File: src/rtl/uhid_pkg.sv
`timescale 1ns / 1ps
// ---------------------------------------------------------------------------
// uhid_pkg
// Shared types and constants for the HID control endpoint handler.
// ---------------------------------------------------------------------------
package uhid_pkg;

	// endpoint zero packet size and number of string descriptors served
	localparam int unsigned EP0_PACKET_BYTES = 32;
	localparam int unsigned STRING_COUNT     = 4;

	// event codes (beat kind)
	localparam logic [2:0] CMD_SETUP      = 3'd0;
	localparam logic [2:0] CMD_FRAME_TICK = 3'd1;
	localparam logic [2:0] CMD_BUS_RESET  = 3'd2;
	localparam logic [2:0] CMD_IN_ACK     = 3'd3;
	localparam logic [2:0] CMD_OUT_DATA   = 3'd4;
	localparam logic [2:0] CMD_IDLE_CHECK = 3'd5;

	// bmRequestType fields
	localparam logic [7:0] RT_KIND_MASK  = 8'h60;
	localparam logic [7:0] RT_RCPT_MASK  = 8'h1f;
	localparam logic [7:0] KIND_STANDARD = 8'h00;
	localparam logic [7:0] KIND_CLASS    = 8'h20;
	localparam logic [7:0] RCPT_DEVICE   = 8'h00;
	localparam logic [7:0] RCPT_IFACE    = 8'h01;
	localparam logic [7:0] RCPT_ENDPOINT = 8'h02;

	// standard requests
	localparam logic [7:0] REQ_GET_STATUS     = 8'h00;
	localparam logic [7:0] REQ_SET_ADDRESS    = 8'h05;
	localparam logic [7:0] REQ_GET_DESCRIPTOR = 8'h06;
	localparam logic [7:0] REQ_GET_CONFIG     = 8'h08;
	localparam logic [7:0] REQ_SET_CONFIG     = 8'h09;

	// HID class requests
	localparam logic [7:0] HID_GET_REPORT = 8'h01;
	localparam logic [7:0] HID_GET_IDLE   = 8'h02;
	localparam logic [7:0] HID_SET_REPORT = 8'h09;
	localparam logic [7:0] HID_SET_IDLE   = 8'h0a;

	// descriptor types in wValue high byte
	localparam logic [7:0] DT_DEVICE = 8'h01;
	localparam logic [7:0] DT_CONFIG = 8'h02;
	localparam logic [7:0] DT_STRING = 8'h03;
	localparam logic [7:0] DT_REPORT = 8'h22;

	// endpoint addresses
	localparam logic [7:0] EP_IN_ADDR  = 8'h81;
	localparam logic [7:0] EP_OUT_ADDR = 8'h01;

	// descriptor ids towards the ROM
	localparam logic [2:0] DID_NONE    = 3'd0;
	localparam logic [2:0] DID_DEVICE  = 3'd1;
	localparam logic [2:0] DID_CONFIG  = 3'd2;
	localparam logic [2:0] DID_STRING0 = 3'd3;
	localparam logic [2:0] DID_REPORT  = 3'd7;

	// device states
	localparam logic [1:0] ST_DEFAULT    = 2'd0;
	localparam logic [1:0] ST_ADDRESSED  = 2'd1;
	localparam logic [1:0] ST_CONFIGURED = 2'd2;

	// report forward codes
	localparam logic [1:0] FWD_NONE       = 2'd0;
	localparam logic [1:0] FWD_GET_REPORT = 2'd1;
	localparam logic [1:0] FWD_SET_DATA   = 2'd2;

	// configuration register indexes
	localparam logic [2:0] CFG_DEVICE_LEN = 3'd0;
	localparam logic [2:0] CFG_CONFIG_LEN = 3'd1;
	localparam logic [2:0] CFG_STRING0    = 3'd2;
	localparam logic [2:0] CFG_STRING1    = 3'd3;
	localparam logic [2:0] CFG_STRING2    = 3'd4;
	localparam logic [2:0] CFG_STRING3    = 3'd5;
	localparam logic [2:0] CFG_REPORT_LEN = 3'd6;

	// one result beat
	typedef struct packed {
		logic       stall_res;
		logic       status_ack;
		logic       arm_in;
		logic [6:0] in_count;
		logic       payload_source;
		logic [7:0] payload_byte0;
		logic [7:0] payload_byte1;
		logic [2:0] descriptor_id;
		logic [7:0] descriptor_offset;
		logic [1:0] report_forward;
		logic       idle_elapsed;
		logic [1:0] device_state_out;
	} result_t;

	// one input beat
	typedef struct packed {
		logic [2:0] command;
		logic [7:0] request_type;
		logic [7:0] request_code;
		logic [7:0] value_low;
		logic [7:0] value_high;
		logic [7:0] index_low;
		logic [7:0] length_low;
		logic [7:0] length_high;
		logic       in_endpoint_halted;
		logic       out_endpoint_halted;
	} event_t;

endpackage

File: src/rtl/usb_hid_control_request_handler.sv
`timescale 1ns / 1ps
// ---------------------------------------------------------------------------
// usb_hid_control_request_handler
// Endpoint zero request decoder for a HID device: device state, idle rate,
// frame counter and descriptor packetizer, one result beat per event beat.
// ---------------------------------------------------------------------------
// Pipeline: input register, then result register with the decode between them.
// Throughput: one event per cycle unless m_tready stalls the result register;
// state updates as the event enters it, so back-to-back events see fresh state.
// Reset: arst_n clears device state, counters and packetizer and loads the
// descriptor length registers with their defaults; both stages come up empty.
module usb_hid_control_request_handler (
	input  logic        clk,
	input  logic        arst_n,
	// configuration write port
	input  logic        cfg_wr_en,
	input  logic [2:0]  cfg_index,
	input  logic [7:0]  cfg_wdata,
	// event input
	input  logic        s_tvalid,
	output logic        s_tready,
	// [7:0] request_type [15:8] request_code [23:16] value_low [31:24] value_high
	// [39:32] index_low [47:40] length_low [55:48] length_high
	// [56] in_endpoint_halted [57] out_endpoint_halted, rest zero
	input  logic [63:0] s_tdata,
	// [2:0] command
	input  logic [2:0]  s_tuser,
	// result output
	output logic        m_tvalid,
	input  logic        m_tready,
	// [0] stall_res [1] status_ack [2] arm_in [9:3] in_count
	// [17:10] payload_byte0 [25:18] payload_byte1 [28:26] descriptor_id
	// [36:29] descriptor_offset [38:37] report_forward [39] idle_elapsed
	// [41:40] device_state_out, rest zero
	output logic [47:0] m_tdata,
	// [0] payload_source
	output logic [0:0]  m_tuser
);

	localparam logic [7:0] PKT_BYTES = 8'(uhid_pkg::EP0_PACKET_BYTES);
	localparam logic [2:0] STR_COUNT = 3'(uhid_pkg::STRING_COUNT);

	// configuration registers
	logic [7:0] dev_len_q, cfg_len_q, rpt_len_q;
	logic [7:0] str_len_q [4];

	// device state
	logic [1:0]  dev_state_q;
	logic        active_cfg_q;
	logic [7:0]  idle_rate_q;
	logic [15:0] frame_count_q;
	logic [7:0]  bytes_left_q;
	logic [2:0]  cur_desc_q;
	logic [7:0]  next_off_q;
	logic [7:0]  last_code_q;

	// pipeline
	logic                  valid_s1;
	uhid_pkg::event_t      ev_s1;
	logic                  out_valid_q;
	uhid_pkg::result_t     res_q;
	logic                  advance;

	// next-state and result
	uhid_pkg::result_t res_d;
	logic [1:0]  dev_state_d;
	logic        active_cfg_d;
	logic [7:0]  idle_rate_d;
	logic [15:0] frame_count_d;
	logic [7:0]  bytes_left_d;
	logic [2:0]  cur_desc_d;
	logic [7:0]  next_off_d;
	logic [7:0]  last_code_d;

	// descriptor lookup and packetizer
	logic [2:0] lk_id;
	logic [7:0] lk_len;
	logic [7:0] want;
	logic [7:0] lk_left;
	logic       pk_new;
	logic [7:0] pk_left, pk_off, pk_n;
	logic [2:0] pk_id;
	logic [7:0] kind, rcpt;
	logic       idle_due;
	logic       ep_bit;

	assign advance  = valid_s1 && (!out_valid_q || m_tready);
	assign s_tready = !valid_s1 || advance;

	// configuration writes
	always_ff @(posedge clk or negedge arst_n) begin
		if (!arst_n) begin
			dev_len_q    <= 8'd18;
			cfg_len_q    <= 8'd34;
			str_len_q[0] <= 8'd4;
			str_len_q[1] <= 8'd2;
			str_len_q[2] <= 8'd2;
			str_len_q[3] <= 8'd2;
			rpt_len_q    <= 8'd0;
		end else if (cfg_wr_en) begin
			case (cfg_index)
				uhid_pkg::CFG_DEVICE_LEN: dev_len_q    <= cfg_wdata;
				uhid_pkg::CFG_CONFIG_LEN: cfg_len_q    <= cfg_wdata;
				uhid_pkg::CFG_STRING0:    str_len_q[0] <= cfg_wdata;
				uhid_pkg::CFG_STRING1:    str_len_q[1] <= cfg_wdata;
				uhid_pkg::CFG_STRING2:    str_len_q[2] <= cfg_wdata;
				uhid_pkg::CFG_STRING3:    str_len_q[3] <= cfg_wdata;
				uhid_pkg::CFG_REPORT_LEN: rpt_len_q    <= cfg_wdata;
				default: ;
			endcase
		end
	end

	// input register
	always_ff @(posedge clk or negedge arst_n) begin
		if (!arst_n) begin
			valid_s1 <= 1'b0;
		end else if (s_tready) begin
			valid_s1 <= s_tvalid;
		end
	end

	always_ff @(posedge clk) begin
		if (s_tvalid && s_tready) begin
			ev_s1.command             <= s_tuser;
			ev_s1.request_type        <= s_tdata[7:0];
			ev_s1.request_code        <= s_tdata[15:8];
			ev_s1.value_low           <= s_tdata[23:16];
			ev_s1.value_high          <= s_tdata[31:24];
			ev_s1.index_low           <= s_tdata[39:32];
			ev_s1.length_low          <= s_tdata[47:40];
			ev_s1.length_high         <= s_tdata[55:48];
			ev_s1.in_endpoint_halted  <= s_tdata[56];
			ev_s1.out_endpoint_halted <= s_tdata[57];
		end
	end

	// descriptor lookup from the setup packet
	always_comb begin
		lk_id  = uhid_pkg::DID_NONE;
		lk_len = 8'd0;
		case (ev_s1.value_high)
			uhid_pkg::DT_DEVICE: begin
				lk_id  = uhid_pkg::DID_DEVICE;
				lk_len = dev_len_q;
			end
			uhid_pkg::DT_CONFIG: begin
				lk_id  = uhid_pkg::DID_CONFIG;
				lk_len = cfg_len_q;
			end
			uhid_pkg::DT_STRING: begin
				if ({5'd0, STR_COUNT} > ev_s1.value_low) begin
					lk_id  = uhid_pkg::DID_STRING0 + {1'b0, ev_s1.value_low[1:0]};
					lk_len = str_len_q[ev_s1.value_low[1:0]];
				end
			end
			uhid_pkg::DT_REPORT: begin
				if (ev_s1.index_low == 8'd0) begin
					lk_id  = uhid_pkg::DID_REPORT;
					lk_len = rpt_len_q;
				end
			end
			default: ;
		endcase
	end

	// requested size clipped to 255, then to the descriptor length
	assign want    = (ev_s1.length_high != 8'd0) ? 8'hff : ev_s1.length_low;
	assign lk_left = (want < lk_len) ? want : lk_len;

	// packetizer source: a fresh descriptor on setup, else the running one
	assign pk_new  = (ev_s1.command == uhid_pkg::CMD_SETUP);
	assign pk_left = pk_new ? lk_left : bytes_left_q;
	assign pk_off  = pk_new ? 8'd0 : next_off_q;
	assign pk_id   = pk_new ? lk_id : cur_desc_q;
	assign pk_n    = (pk_left < PKT_BYTES) ? pk_left : PKT_BYTES;

	assign kind     = ev_s1.request_type & uhid_pkg::RT_KIND_MASK;
	assign rcpt     = ev_s1.request_type & uhid_pkg::RT_RCPT_MASK;
	assign idle_due = (idle_rate_q != 8'd0) &&
		(frame_count_q >= {6'd0, idle_rate_q, 2'b00});
	assign ep_bit   = (ev_s1.index_low == uhid_pkg::EP_IN_ADDR)  ? ev_s1.in_endpoint_halted :
		(ev_s1.index_low == uhid_pkg::EP_OUT_ADDR) ? ev_s1.out_endpoint_halted : 1'b0;

	// event decode
	always_comb begin
		logic do_pkt;
		do_pkt        = 1'b0;
		res_d         = '0;
		dev_state_d   = dev_state_q;
		active_cfg_d  = active_cfg_q;
		idle_rate_d   = idle_rate_q;
		frame_count_d = frame_count_q;
		bytes_left_d  = bytes_left_q;
		cur_desc_d    = cur_desc_q;
		next_off_d    = next_off_q;
		last_code_d   = last_code_q;

		case (ev_s1.command)
			uhid_pkg::CMD_SETUP: begin
				last_code_d  = ev_s1.request_code;
				bytes_left_d = 8'd0;
				cur_desc_d   = uhid_pkg::DID_NONE;
				next_off_d   = 8'd0;
				if (kind == uhid_pkg::KIND_STANDARD) begin
					if (rcpt == uhid_pkg::RCPT_DEVICE) begin
						case (ev_s1.request_code)
							uhid_pkg::REQ_GET_STATUS: begin
								if (dev_state_q != uhid_pkg::ST_DEFAULT &&
										dev_state_q != 2'd3 && ev_s1.index_low == 8'd0) begin
									res_d.arm_in   = 1'b1;
									res_d.in_count = 7'd2;
								end else begin
									res_d.stall_res = 1'b1;
								end
							end
							uhid_pkg::REQ_SET_ADDRESS: dev_state_d = uhid_pkg::ST_ADDRESSED;
							uhid_pkg::REQ_GET_DESCRIPTOR: begin
								if (lk_id == uhid_pkg::DID_NONE) res_d.stall_res = 1'b1;
								else do_pkt = 1'b1;
							end
							uhid_pkg::REQ_GET_CONFIG: begin
								if (dev_state_q == uhid_pkg::ST_ADDRESSED) begin
									res_d.arm_in   = 1'b1;
									res_d.in_count = 7'd1;
								end else if (dev_state_q == uhid_pkg::ST_CONFIGURED) begin
									res_d.arm_in        = 1'b1;
									res_d.in_count      = 7'd1;
									res_d.payload_byte0 = {7'd0, active_cfg_q};
								end else begin
									res_d.stall_res = 1'b1;
								end
							end
							uhid_pkg::REQ_SET_CONFIG: begin
								if (ev_s1.value_low == 8'd0) begin
									dev_state_d      = uhid_pkg::ST_ADDRESSED;
									active_cfg_d     = 1'b0;
									res_d.status_ack = 1'b1;
								end else if (ev_s1.value_low == 8'd1) begin
									dev_state_d      = uhid_pkg::ST_CONFIGURED;
									active_cfg_d     = 1'b1;
									res_d.status_ack = 1'b1;
								end else begin
									res_d.stall_res = 1'b1;
								end
							end
							default: ;
						endcase
					end else if (rcpt == uhid_pkg::RCPT_IFACE) begin
						if (ev_s1.request_code == uhid_pkg::REQ_GET_STATUS) begin
							if (dev_state_q == uhid_pkg::ST_CONFIGURED) begin
								res_d.arm_in   = 1'b1;
								res_d.in_count = 7'd2;
							end
						end else if (ev_s1.request_code == uhid_pkg::REQ_GET_DESCRIPTOR) begin
							if (lk_id == uhid_pkg::DID_NONE) res_d.stall_res = 1'b1;
							else do_pkt = 1'b1;
						end else begin
							res_d.stall_res = 1'b1;
						end
					end else if (rcpt == uhid_pkg::RCPT_ENDPOINT) begin
						if (ev_s1.request_code == uhid_pkg::REQ_GET_STATUS) begin
							if (dev_state_q == uhid_pkg::ST_CONFIGURED) begin
								res_d.arm_in        = 1'b1;
								res_d.in_count      = 7'd2;
								res_d.payload_byte0 = {7'd0, ep_bit};
							end
						end else begin
							res_d.stall_res = 1'b1;
						end
					end else begin
						res_d.stall_res = 1'b1;
					end
				end else if (kind == uhid_pkg::KIND_CLASS) begin
					case (ev_s1.request_code)
						uhid_pkg::HID_SET_REPORT: ;  // data arrives in the OUT stage
						uhid_pkg::HID_GET_REPORT: res_d.report_forward = uhid_pkg::FWD_GET_REPORT;
						uhid_pkg::HID_GET_IDLE: begin
							res_d.arm_in        = 1'b1;
							res_d.in_count      = 7'd1;
							res_d.payload_byte0 = idle_rate_q;
						end
						uhid_pkg::HID_SET_IDLE: begin
							idle_rate_d      = ev_s1.value_high;
							frame_count_d    = 16'd0;
							res_d.arm_in     = 1'b1;
							res_d.status_ack = 1'b1;
						end
						default: res_d.stall_res = 1'b1;
					endcase
				end else begin
					res_d.stall_res = 1'b1;
				end
			end
			uhid_pkg::CMD_FRAME_TICK: frame_count_d = frame_count_q + 16'd1;
			uhid_pkg::CMD_BUS_RESET: begin
				dev_state_d  = uhid_pkg::ST_DEFAULT;
				active_cfg_d = 1'b0;
			end
			uhid_pkg::CMD_IN_ACK: do_pkt = 1'b1;
			uhid_pkg::CMD_OUT_DATA: begin
				if (last_code_q == uhid_pkg::HID_SET_REPORT)
					res_d.report_forward = uhid_pkg::FWD_SET_DATA;
				res_d.arm_in     = 1'b1;
				res_d.status_ack = 1'b1;
			end
			uhid_pkg::CMD_IDLE_CHECK: begin
				if (idle_due) begin
					res_d.idle_elapsed = 1'b1;
					frame_count_d      = 16'd0;
				end
			end
			default: ;
		endcase

		// send one packet of the descriptor, or a zero-length status packet
		if (do_pkt) begin
			cur_desc_d   = pk_id;
			res_d.arm_in = 1'b1;
			if (pk_left == 8'd0) begin
				res_d.status_ack = 1'b1;
				next_off_d       = pk_off;
				bytes_left_d     = 8'd0;
			end else begin
				res_d.in_count          = pk_n[6:0];
				res_d.payload_source    = 1'b1;
				res_d.descriptor_id     = pk_id;
				res_d.descriptor_offset = pk_off;
				next_off_d              = pk_off + pk_n;
				bytes_left_d            = pk_left - pk_n;
			end
		end

		res_d.device_state_out = dev_state_d;
	end

	// state registers, updated as the beat moves into the result register
	always_ff @(posedge clk or negedge arst_n) begin
		if (!arst_n) begin
			dev_state_q   <= uhid_pkg::ST_DEFAULT;
			active_cfg_q  <= 1'b0;
			idle_rate_q   <= 8'd0;
			frame_count_q <= 16'd0;
			bytes_left_q  <= 8'd0;
			cur_desc_q    <= uhid_pkg::DID_NONE;
			next_off_q    <= 8'd0;
			last_code_q   <= 8'd0;
		end else if (advance) begin
			dev_state_q   <= dev_state_d;
			active_cfg_q  <= active_cfg_d;
			idle_rate_q   <= idle_rate_d;
			frame_count_q <= frame_count_d;
			bytes_left_q  <= bytes_left_d;
			cur_desc_q    <= cur_desc_d;
			next_off_q    <= next_off_d;
			last_code_q   <= last_code_d;
		end
	end

	// result register
	always_ff @(posedge clk or negedge arst_n) begin
		if (!arst_n) begin
			out_valid_q <= 1'b0;
		end else if (advance) begin
			out_valid_q <= 1'b1;
		end else if (m_tready) begin
			out_valid_q <= 1'b0;
		end
	end

	always_ff @(posedge clk) begin
		if (advance) begin
			res_q <= res_d;
		end
	end

	assign m_tvalid = out_valid_q;
	assign m_tuser  = res_q.payload_source;
	assign m_tdata  = {6'd0, res_q.device_state_out, res_q.idle_elapsed,
		res_q.report_forward, res_q.descriptor_offset, res_q.descriptor_id,
		res_q.payload_byte1, res_q.payload_byte0, res_q.in_count,
		res_q.arm_in, res_q.status_ack, res_q.stall_res};

`ifndef SYNTH
	// a stall never comes with a packet or a status acknowledge
	a_stall_alone: assert property (@(posedge clk) disable iff (!arst_n)
		m_tvalid && res_q.stall_res |-> !res_q.arm_in && !res_q.status_ack)
		else $error("stall beat also arms or acknowledges");

	// a ROM packet carries a real descriptor and a non-empty size within one packet
	a_rom_packet: assert property (@(posedge clk) disable iff (!arst_n)
		m_tvalid && res_q.payload_source |-> res_q.arm_in && res_q.in_count != 7'd0 &&
		{1'b0, res_q.in_count} <= PKT_BYTES && res_q.descriptor_id != uhid_pkg::DID_NONE)
		else $error("malformed descriptor packet");

	// device state never takes the unused code
	a_state_code: assert property (@(posedge clk) disable iff (!arst_n)
		dev_state_q != 2'd3)
		else $error("device state out of range");

	// an IN ack with bytes pending moves the offset on by the packet size
	a_offset_step: assert property (@(posedge clk) disable iff (!arst_n)
		advance && ev_s1.command == uhid_pkg::CMD_IN_ACK && bytes_left_q != 8'd0 |=>
		next_off_q == $past(next_off_q) + {1'b0, res_q.in_count})
		else $error("packetizer offset slip");
`endif

endmodule
File: config.mk
export PLATFORM = sky130hd
export DESIGN_NAME = usb_hid_control_request_handler
export DESIGN_NICKNAME = d
export VERILOG_FILES = /design/src/rtl/uhid_pkg.sv /design/src/rtl/usb_hid_control_request_handler.sv
export SDC_FILE = /design/constraint.sdc
export NUM_CORES = 1
export LEC_CHECK = 0
export BUFFER_PORTS_ARGS = -buffer_cell sky130_fd_sc_hd__buf_2
export CORE_ASPECT_RATIO = 0.75
export CORE_MARGIN = 4
export CORE_UTILIZATION = 58
export DETAILED_ROUTE_END_ITERATION = 10
export MAX_ROUTING_LAYER = met4
export PLACE_DENSITY_LB_ADDON = 0.05
export SLEW_MARGIN = 5
export SYNTH_ARGS = -nofsm -noshare
export SYNTH_HDL_FRONTEND = slang
export SYNTH_SLANG_ARGS = --single-unit
File: constraint.sdc
create_clock -name clk -period 5.5 [get_ports clk]
set_input_delay 0.275 -clock clk [delete_from_list [all_inputs] [get_ports clk]]
set_output_delay 0.275 -clock clk [all_outputs]
set_load 0.05 [all_outputs]
==> key figures <==
Logic synthesis
  • Sequential area share after synthesis: 56.7%
  • Asr flop ratio synth: 54.1%
  • Synth Area in Compound Gates: 12.2%
  • Synthesis-stage register bit count: 207
  • Synth Flop Type: dfrtp_1
  • Ys Warns: 0
  • Area of the mapped netlist: 10000 um^2
  • Synth unique cells: 75
  • Top-area cell type share of the netlist area: 28.5%
  • Yosys top cell by area: edfxtp_1
  • Xor/xnor share of the synthesized area: 0.526%
  • Synth top area cells: edfxtp_1, dfrtp_1, mux2_2
  • Largest family of logic cells by synthesized area: simple AND/OR/NAND/NOR gates
  • Syn Area/Cell: 12.2 um^2
  • Multiplexer share of the synthesized area: 10.1%
  • Top-count cell post-synth: dfrtp_1
  • Synth top cells by count: dfrtp_1, edfxtp_1, mux2_2
  • Post-Synth Simple-Gate Area: 13.2%
  • Post-Syn Instances: 818
  • Synth Area in Adders: 3.70%
  • EDFF count, synth: 95

Finish
  • Layout cells sized above 1: 29.3%
  • Design area: 12300 um^2
  • Final Non-Filler Cells: 1261
  • Antenna cells: 0
  • NumNets Final: 1143
  • Fillers: 1162
  • Synth-to-Final Area Change: 23.3%

Critical path
  • CP Max Fanout: 5
  • Cell family with most CP delay: compound AO/OA/AOI/OAI gates
  • Element type at the critical path start: flop
  • Setup CP Type: flop to flop
  • Slowest CP cell: edfxtp_1
  • Max incr delay on CP: 0.46 ns
  • WP data arrival: 5.70 ns
  • CP bufs+invs: 3
  • CP dominant cell by count: inv_1
  • Crit end category: flop
  • CP cell instances: nor4_4 > and2_4 > and3_4 > a221o_1 > inv_1 > ha_1 > a211o_1 > a221o_1 > a21oi_4 > o21a_2 > o21ai_0 > mux2i_1 > nand2_1 > nor2_2 > ha_2 > inv_1 > fa_1 > inv_1 > a21oi_1 > o21bai_1 > a21o_1 > a21oi_1 > or4_1 > nand4_1
  • Crit path required time: 5.93 ns

Drt
  • Drt drc: 0
  • Post-DRT Antenna Nets: 0
  • WL per Instance: 19.8 um
  • WL final: 25.0 mm
  • Initial DRT Pass Iterations: 5
  • Avg Vias per Cell: 5.92
  • DR vias: 7469
  • Number of DRC markers in iteration 0: 534

Clock network
  • Htree depth: 1
  • Root Buffer: clkbuf_16
  • Clock Path Buffers: 3
  • Worst-path clk slew: 0.06 ns
  • TritonCTS clock tree: built
  • Clock network latency to the later pin of the worst-skew pair: 0.51 ns
  • CTS buffer count: 21
  • Clk sinks: 207

Timing
  • Final setup skew: 0.0166 ns
  • Minimum clock period: 5.27 ns
  • Final Hold Violating Endpoints: 0
  • Worst setup margin: 0.230 ns
  • Worst-Margin Slew: 1.27 ns
  • Slew Viols, Final: 0
  • Setup Viol. Count Final: 0
  • Final period util: 95.8%
  • Slew HR: 14.8%
  • Fmax: 0.190 GHz

Placed design
  • GPL Wtd Cong: 0.909
  • Pre-CTS setup slack: 0.160 ns
  • PortBufs: 112
  • Cells after DPL: 1154
  • Post-DP Area: 10900 um^2
  • DP HPWL: 17.0 mm

Global routing
  • Met1 Track Usage GR: 38.5%
  • Busiest grt layer: met2
  • Vias in the first global route: 7503
  • Initial antenna violation count: 0
  • First-pass GRT wire length: 39.8 mm
  • GRT Resource Usage Total: 26.5%
  • Met3 usage: 4.06%
  • Total grt overflow: 0
  • Largest net degree at the start of global routing: 70
  • Met2 usage: 40.3%

Die
  • IO Count: 134
  • CORE AREA: 16900 um^2
  • Starting Density: 59.2%
  • Row cnt: 41
  • Die area: 19400 um^2
  • Die Span X: 160 um
  • Die extent in y: 122 um

Pwr
  • Leak Pwr: 0.00520 uW
  • Max rail drop VDD: 301 uV
  • Power Density: 310 nW/um^2

Job
  • Max Cap Violations: 0

Min path
  • Tightest Hold Check Type: input pin to flop

Outcome
  • Status: completed
through the flow:
stage / hold slack (ns) / total power [uW] / setup TNS, ns / util, %
final: 0.0567 / 3820 / 0 / 73.1
after floorplan: -0.0206 / 2280 / 0 / -
after detailed placement: 0.326 / 2450 / 0 / 64.8
after global routing: 0.0900 / 3980 / -0.0282 / 73.1
after global placement: 0.312 / 2420 / 0 / 64.8
after CTS: 0.0415 / 3840 / 0 / 72.3
layer usage:
metal / part of all wire (%) / wire length, um
met1: 47 / 11600
met2: 45 / 11200
met3: 6.7 / 1680
met4: 1.8 / 443
met5: 0 / 0
state kept, by name, summed over array words and instances, names as in the netlist, 16 cells and up:
| register | count |
|---|---|
| frame_count_q | 16 |
| str_len_q | 32 |
| ev_s1 | 60 |
| m_tdata | 34 |
worst register-to-register path, stage by stage (launching register included):
cell,delay (ns)
edfxtp_1,0.46
nor4_4,0.39
and2_4,0.22
and3_4,0.18
a221o_1,0.21
inv_1,0.07
ha_1,0.30
a211o_1,0.27
a221o_1,0.38
a21oi_4,0.20
o21a_2,0.20
o21ai_0,0.08
mux2i_1,0.29
nand2_1,0.14
nor2_2,0.11
ha_2,0.19
inv_1,0.05
fa_1,0.39
inv_1,0.08
a21oi_1,0.07
o21bai_1,0.19
a21o_1,0.14
a21oi_1,0.08
or4_1,0.40
nand4_1,0.08
repair_timing:
| item | CTS | global route |
|---|---|---|
| endpoints found under the setup margin | 0 | 4 |
| resized for setup | 0 | 21 |
| hold buffers | 62 | 0 |
| buffers inserted | 0 | 7 |
| endpoints found under the hold margin | 104 | 0 |
kinds of logic (layout without fill, tap and decap cells):
kind of cell | Yosys count | after routing
simple gates | 242 | 242
flops | 207 | 207
compound gates | 174 | 174
mux | 82 | 82
buf+inv | 77 | 291
fa+ha+maj | 29 | 29
xor+xnor | 6 | 6
other cells | 1 | 15
where the power goes:
| group | switching, uW | total [uW] | internal, uW | leakage (uW) |
|---|---|---|---|---|
| Combinational | 298 | 542 | 243 | 0.00256 |
| Sequential | 107 | 1920 | 1810 | 0.00233 |
| Clock | 590 | 1360 | 768 | 0.000311 |
| Total | 996 | 3820 | 2830 | 0.00520 |
final timing paths:
path,startpoint,cells past startpoint,to,slack [ns]
max,ev_s1[33],24,next_off_q[6],0.23
min,m_tready,3,m_tvalid,0.06
max reg2reg,ev_s1[33],24,next_off_q[6],0.23
min reg2reg,cur_desc_q[1],2,cur_desc_q[1],0.48
max in group asynchronous,arst_n,3,rpt_len_q[7],3.85
min in group asynchronous,arst_n,2,m_tvalid,0.34
final cells by class:
| type | instances | area (um^2) | share of cell area [%] |
|---|---|---|---|
| inverters | 35 | 131 | 1.07 |
| multi-input cells | 548 | 4110 | 33.3 |
| clock buffers | 28 | 562 | 4.56 |
| well taps | 215 | 269 | 2.18 |
| repair buffers | 218 | 1510 | 12.3 |
| flip-flops and latches | 207 | 5670 | 45.9 |
| clock inverters | 10 | 81.3 | 0.659 |
placed cells by master, fill, tap and decap left out, types with 12 or more instances in the layout:
master	count
mux2_2	70
a31oi_1	12
nor2_1	46
nand3_1	14
dfrtp_1	104
clkbuf_16	21
and2_1	25
conb_1	15
nand2_1	55
ha_1	27
o21ai_0	19
and3_1	13
buf_4	45
dlygate4sd3_1	62
a21oi_1	40
inv_1	35
o211ai_1	12
buf_2	111
edfxtp_1	95
(Power assumes the default switching activity.)
